$ cat src/rtl/core/shfp_pkg.sv
`timescale 1ns / 1ps
`default_nettype none
// ----------------------------------------------------------------------------
// shfp_pkg
// Types and constants shared by the sync header frame parser.
// ----------------------------------------------------------------------------
package shfp_pkg;

  localparam logic [7:0] SYNC_BYTE = 8'hA5;
  localparam logic [7:0] CMD_TEXT  = 8'h01;
  localparam logic       ACK_OK    = 1'b0;
  localparam logic       ACK_FAIL  = 1'b1;

  typedef struct packed {
    logic [7:0] byte_position;
    logic [7:0] frame_length;
    logic [7:0] command_code;
  } shfp_state_t;

  typedef struct packed {
    logic       text_valid;
    logic [7:0] text_byte;
    logic [6:0] text_index;
    logic       ack_valid;
    logic       ack_code;
    logic       frame_commit;
    logic [6:0] text_length;
  } shfp_result_t;

endpackage : shfp_pkg
`default_nettype wire

$ cat src/rtl/core/shfp_decode.sv
`timescale 1ns / 1ps
`default_nettype none
// ----------------------------------------------------------------------------
// shfp_decode
// Per-byte frame decode: next parser state and the result for one byte.
// ----------------------------------------------------------------------------
module shfp_decode
  import shfp_pkg::*;
#(
  parameter int BUF_DEPTH = 128
) (
  input  wire shfp_state_t  state_i,
  input  wire logic [7:0]   rx_byte_i,
  output shfp_state_t       state_nxt_o,
  output shfp_result_t      result_o
);

  localparam logic [8:0] DEPTH_W = 9'(BUF_DEPTH);

  logic [7:0] pos;
  logic [8:0] last;
  logic [7:0] cmd;
  logic [8:0] len_plus3;
  logic [7:0] idx;
  logic [7:0] tlen;

  always_comb begin
    pos         = state_i.byte_position;
    last        = {1'b0, state_i.frame_length} + 9'd2;
    cmd         = (pos == 8'd3) ? rx_byte_i : state_i.command_code;
    len_plus3   = {1'b0, rx_byte_i} + 9'd3;
    idx         = pos - 8'd4;
    tlen        = (state_i.frame_length >= 8'd2) ? (state_i.frame_length - 8'd2) : 8'd0;
    state_nxt_o = state_i;
    result_o    = '0;
    case (pos)
      8'd0: begin
        state_nxt_o.byte_position = (rx_byte_i == SYNC_BYTE) ? 8'd1 : 8'd0;
      end
      8'd1: begin
        state_nxt_o.byte_position = (rx_byte_i == SYNC_BYTE) ? 8'd2 : 8'd0;
      end
      8'd2: begin
        state_nxt_o.frame_length = rx_byte_i;
        if (rx_byte_i == 8'd0 || len_plus3 > DEPTH_W) begin
          result_o.ack_valid        = 1'b1;
          result_o.ack_code         = ACK_FAIL;
          state_nxt_o.byte_position = 8'd0;
        end else begin
          state_nxt_o.byte_position = 8'd3;
        end
      end
      default: begin
        state_nxt_o.command_code = cmd;
        if ({1'b0, pos} >= last) begin
          if (cmd == CMD_TEXT) begin
            result_o.frame_commit = 1'b1;
            result_o.text_length  = tlen[6:0];
            result_o.ack_valid    = 1'b1;
            result_o.ack_code     = ACK_OK;
          end
          state_nxt_o.byte_position = 8'd0;
        end else begin
          if (pos >= 8'd4 && cmd == CMD_TEXT) begin
            result_o.text_valid = 1'b1;
            result_o.text_byte  = rx_byte_i;
            result_o.text_index = idx[6:0];
          end
          state_nxt_o.byte_position = pos + 8'd1;
        end
      end
    endcase
  end

endmodule : shfp_decode
`default_nettype wire

$ cat src/rtl/core/sync_header_frame_parser.sv
`timescale 1ns / 1ps
`default_nettype none
// ----------------------------------------------------------------------------
// sync_header_frame_parser
// Parses A5 A5 / length / command / payload / check frames one byte at a time.
//
//   channel  direction  handshake             payload
//   in_      input      in_valid / in_ready   in_rx_byte
//   out_     output     out_valid / out_ready text, acknowledge and commit
//
// One result per byte, registered; a byte is taken every cycle unless the output stalls.
// The result is valid in the cycle after its input transfer.
// in_ready is high while the result register is empty or being drained.
// Reset returns the parser to header hunting and empties the result register.
// ----------------------------------------------------------------------------
module sync_header_frame_parser
  import shfp_pkg::*;
#(
  parameter int BUF_DEPTH = 128
) (
  input  wire logic       clk,
  input  wire logic       rst_n,
  input  wire logic       in_valid,
  output logic            in_ready,
  input  wire logic [7:0] in_rx_byte,
  output logic            out_valid,
  input  wire logic       out_ready,
  output logic            out_text_valid,
  output logic [7:0]      out_text_byte,
  output logic [6:0]      out_text_index,
  output logic            out_ack_valid,
  output logic            out_ack_code,
  output logic            out_frame_commit,
  output logic [6:0]      out_text_length
);

  shfp_state_t  state_r;
  shfp_state_t  state_nxt;
  shfp_result_t result_r;
  shfp_result_t result_nxt;
  logic         out_valid_r;
  logic         in_xfer;

  shfp_decode #(
    .BUF_DEPTH (BUF_DEPTH)
  ) u_decode (
    .state_i     (state_r),
    .rx_byte_i   (in_rx_byte),
    .state_nxt_o (state_nxt),
    .result_o    (result_nxt)
  );

  assign in_ready = !out_valid_r || out_ready;
  assign in_xfer  = in_valid && in_ready;

  always_ff @(posedge clk) begin
    if (!rst_n) begin
      state_r     <= '0;
      out_valid_r <= 1'b0;
    end else begin
      if (in_xfer) begin
        state_r     <= state_nxt;
        out_valid_r <= 1'b1;
      end else if (out_ready) begin
        out_valid_r <= 1'b0;
      end
    end
  end

  // hold the result until its transfer
  always_ff @(posedge clk) begin
    if (in_xfer) begin
      result_r <= result_nxt;
    end
  end

  assign out_valid        = out_valid_r;
  assign out_text_valid   = result_r.text_valid;
  assign out_text_byte    = result_r.text_byte;
  assign out_text_index   = result_r.text_index;
  assign out_ack_valid    = result_r.ack_valid;
  assign out_ack_code     = result_r.ack_code;
  assign out_frame_commit = result_r.frame_commit;
  assign out_text_length  = result_r.text_length;

  a_accept_fills: assert property (@(posedge clk) disable iff (!rst_n)
    in_xfer |=> out_valid_r)
    else $error("result register not filled after input transfer");

  a_commit_ok: assert property (@(posedge clk) disable iff (!rst_n)
    out_valid_r && result_r.frame_commit |-> result_r.ack_valid && result_r.ack_code == ACK_OK)
    else $error("commit without success acknowledge");

  a_text_no_ack: assert property (@(posedge clk) disable iff (!rst_n)
    out_valid_r && result_r.text_valid |-> !result_r.ack_valid && !result_r.frame_commit)
    else $error("text byte and acknowledge in one result");

  a_pos_bound: assert property (@(posedge clk) disable iff (!rst_n)
    {1'b0, state_r.byte_position} < 9'(BUF_DEPTH))
    else $error("frame position beyond buffer depth");

  a_stall_holds_state: assert property (@(posedge clk) disable iff (!rst_n)
    !in_xfer |=> $stable(state_r))
    else $error("parser state moved without input transfer");

endmodule : sync_header_frame_parser
`default_nettype wire

$ cat config.mk
export PLATFORM = sky130hd
export DESIGN_NAME = sync_header_frame_parser
export DESIGN_NICKNAME = d
export VERILOG_FILES = /design/src/rtl/core/shfp_pkg.sv /design/src/rtl/core/shfp_decode.sv /design/src/rtl/core/sync_header_frame_parser.sv
export SDC_FILE = /design/constraint.sdc
export NUM_CORES = 1
export LEC_CHECK = 0
export BUFFER_PORTS_ARGS = -buffer_cell sky130_fd_sc_hd__buf_4
export CAP_MARGIN = 20
export CORE_ASPECT_RATIO = 0.5
export CORE_UTILIZATION = 61
export DETAILED_ROUTE_END_ITERATION = 7
export PLACE_DENSITY_LB_ADDON = 0.12
export RECOVER_POWER = 25
export SLEW_MARGIN = 20
export SYNTH_ARGS = -nofsm -noshare
export SYNTH_HDL_FRONTEND = slang
export SYNTH_SLANG_ARGS = --single-unit
$ cat constraint.sdc
create_clock -name clk -period 6.1 [get_ports clk]
set_input_delay 0.305 -clock clk [delete_from_list [all_inputs] [get_ports clk]]
set_output_delay 0.305 -clock clk [all_outputs]
set_load 0.1 [all_outputs]
==> results summary <==
The run finished with clean final reports. In this run the vertical extent of the chip is about 49 um. The via count normalized by instance count is 5.93. The placer congestion estimate came out at ~0.9. The unique cell type count in the Yosys netlist is 44.

The most common flop cell mapped by yosys is sky130_fd_sc_hd__edfxtp_1. The CTS H-tree depth is 2. The routed length per placed instance is approximately 16 um.

The antenna diode instance count is 0. The number of synthesized flops with an enable pin came out at 26. The total half-perimeter wirelength after legalization and detailed placement is ~4100 um. The initial antenna violation count is 0. The data required time at the worst endpoint is about 6300 ps. The final worst-path setup slack is 2690 ps.

The hold-critical path depth came out at 3. The core region is between 4000 and 5000 um2. The floorplan step defined a die boundary enclosing roughly 4600 um2.

The largest individual stage delay along the critical path comes from the cell sky130_fd_sc_hd__nor4_4. The area occupied by multi-input gates came out at around 1300 um2. The area taken by flip-flops and latches came out at around 1300 um2. The number of sinks handled by clock tree synthesis is 51. The number of setup violations in the final report came out at 0. The number of rows created at floorplan is 16. The share of final-layout standard cells stronger than drive strength 1 is roughly 11%.

The final clock period utilization by the worst path is approximately 56%. The number of vias in the routed layout came out at between 2k and 2.5k. The cell area after technology mapping is 2650 um2. The worst setup timing slack at the placement stage came out at 2490 ps.

TritonCTS built the clock tree. The highest ir drop seen on vdd came out at 0.143 mV. Dividing the synthesized area by the synthesized cell count gives about 10 um2. The global-route wire length before repair came out at between 9000 and 10,000 um. In the layout the commonest cells are sky130_fd_sc_hd__nand2_1, sky130_fd_sc_hd__nor2_1, sky130_fd_sc_hd__clkbuf_1, sky130_fd_sc_hd__edfxtp_1, sky130_fd_sc_hd__dfxtp_1. The critical path goes through ha_1, nand3_1, nor2_1, xnor2_1, ha_1, and3_1, a221o_1, a41oi_2, nor2_1, nor4_4, and2_1. Fill cells in the final layout number a little over 300. The leakage dissipation is 0.00116 uW. The worst clock skew is about 3.7 ps. The critical path starts at state_r[9]. Across the run, the number of max-cap violations was 0.

The number of max-slew violations in the final report is 0. Setup repair after global routing left no endpoint under its margin. The violation count after the first detailed-route iteration is about 130.

The highest net fanout along the worst path is 16. After synthesis, the share of flip-flops with an asynchronous set or reset is 0%. The overall power consumption came out at around 750 uW. The normalized max-slew margin is about a fifth.

The worst setup path is launched from a flip-flop. The maximum buffer depth of the clock tree is 2. The register-to-register path setup slack came out at approximately 2700 ps.

The layout overhead on the synthesized area came out at 13.6%. The final layout contains routed wiring with a total length of a little under 6000 um. The number of global-route vias before repair came out at roughly 1.8k.

The clock latency on the worst-skew pair is around 300 ps. The aggregate global-route resource usage came out at between 20% and 30%. The critical path is of the flip-flop to flip-flop type. The highest clock rate came out at between 200 and 300 MHz.

Adding up every negative setup slack in the final design gives 0 ps. The worst register-to-register path begins at state_r[9]. The count of synthesis-stage warnings from yosys is 0. For this run, the share of the core covered by cells in the final layout is between 70 and 80%.

The total of flip-flops plus latches after synthesis is 51. The post-cts sizing count came out at 0. The count of nets left with antenna violations once routing finished came out at 0.

The largest single stage delay on the critical path is roughly 670 ps. The tightest hold margin is 239 ps. The depth of the worst register-to-register path is 11. The number of DRC violations after detailed routing is 0. Power spread over the standard cell area amounts to 250 nW/um2. The total congestion overflow is 0. Pin placement for this block handled 40 I/O pins. The hold buffer count at cts is 0. The sequential area share after synthesis is between 40% and 50%.

The smallest clock period supported by the final layout is computed as roughly 3400 ps. The first-pass detailed-route iteration total is 5. Following the worst setup path forward leads to its endpoint at out_text_index[0]. The number of nets at the end of the flow came out at between 300 and 400. The count of buffers from port buffering is 39. The chip width came out at ~95 um.

The post-CTS setup-driven buffer insertion count came out at 0. The transition time at the pin with the least slew margin is between 1000 and 1500 ps. Entering global routing, the biggest net connects 32 pins. After technology mapping, the gate count stands at between 200 and 300. The tree is rooted in a sky130_fd_sc_hd__clkbuf_8. Counting every net in the synthesized netlist gives between 200 and 300. Once the floorplan was initialized, standard cells occupied approximately two thirds of the core. The number of CTS-inserted buffers is 5.

The worst register-to-register path ends at out_text_index[0]. The path category of the worst min-delay check is input pin to flip-flop. The worst endpoint data arrival time is around 3600 ps. The final hold violation count is 0.

The post-CTS clock slew at the launch and capture registers of the worst setup and hold paths came out at 90 ps. STA classifies the critical path endpoint as a flip-flop.
[routing by layer]
layer  wire length (um)  global-route usage (%)
met1               2720                    38.9
met2               2590                    41.2
met3                471                    6.13
met4                 34                    5.30
met5                  0                       0
[cell usage after synthesis (7+ instances only)]
| library cell | instances | share of area (%) |
|---|---|---|
| sky130_fd_sc_hd__edfxtp_1 | 26 | 29 |
| sky130_fd_sc_hd__nand2_1 | 26 | 3.7 |
| sky130_fd_sc_hd__nor2_1 | 26 | 3.7 |
| sky130_fd_sc_hd__dfxtp_1 | 25 | 19 |
| sky130_fd_sc_hd__ha_1 | 18 | 8.5 |
| sky130_fd_sc_hd__and2_1 | 15 | 3.5 |
| sky130_fd_sc_hd__mux2i_1 | 12 | 4.5 |
| sky130_fd_sc_hd__a21oi_1 | 11 | 2.1 |
| sky130_fd_sc_hd__inv_1 | 9 | 1.3 |
| sky130_fd_sc_hd__o21ai_0 | 9 | 1.7 |
| sky130_fd_sc_hd__nand3_1 | 8 | 1.5 |
| sky130_fd_sc_hd__xnor2_1 | 8 | 2.6 |
| sky130_fd_sc_hd__clkbuf_1 | 7 | 0.99 |
[through the flow]
step                area, um2  std cells
floorplan                2650        261
global placement         2980        346
detailed placement       2980        346
CTS                      3100        354
global route             3010        354
finish                   3010        354
[critical path: cells and delay by family (launching register included)]
family	cells	cell delay, ps
flip-flops	1	500
adder cells (fa/ha/maj)	2	500
AO/OA/AOI/OAI	2	560
AND/OR/NAND/NOR	6	1580
XOR/XNOR	1	140
[cell families (layout without fill, tap and decap cells)]
family                   Yosys count  in the layout  share of synthesized area [%]
XOR/XNOR                          14             14                           4.63
adder cells (fa/ha/maj)           18             18                           8.50
multiplexers                      12             12                           4.53
AO/OA/AOI/OAI                     38             38                           9.49
flip-flops                        51             51                           48.3
AND/OR/NAND/NOR                  110            110                           21.8
buffers and inverters             18             57                           2.69
[report_power, final]
part           total [uW]  leakage (uW)  switching (uW)  internal [uW]
clock network         244     0.0000647             112            133
logic                 131      0.000628             106           25.1
registers             378      0.000466            7.68            371
total                 754       0.00116             226            528
[worst min-delay path by stage]
| stage | start | endpoint | slack (ps) |
|---|---|---|---|
| global placement | state_r[5] | state_r[5] | 470 |
| CTS | in_valid | out_valid | 240 |
| finish | in_valid | out_valid | 240 |
| global route | in_valid | out_valid | 260 |
| detailed placement | state_r[3] | state_r[3] | 480 |
| floorplan | in_valid | out_valid | 430 |
[flip-flops by register name (all words and copies together), names as in the netlist]
name	count
out_valid	1
out_text_length	7
out_ack_code	1
out_frame_commit	1
out_ack_valid	1
out_text_byte	8
state_r	24
out_text_valid	1
out_text_index	7
[final cells by class]
type / count / area share [%]
sequential: 51 / 42.5
clock buffer: 8 / 4.11
tap: 54 / 2.24
timing repair buffer: 39 / 6.48
inverter: 10 / 1.25
multi-input combinational: 192 / 43.4
Power figures use the tool's default switching activity.
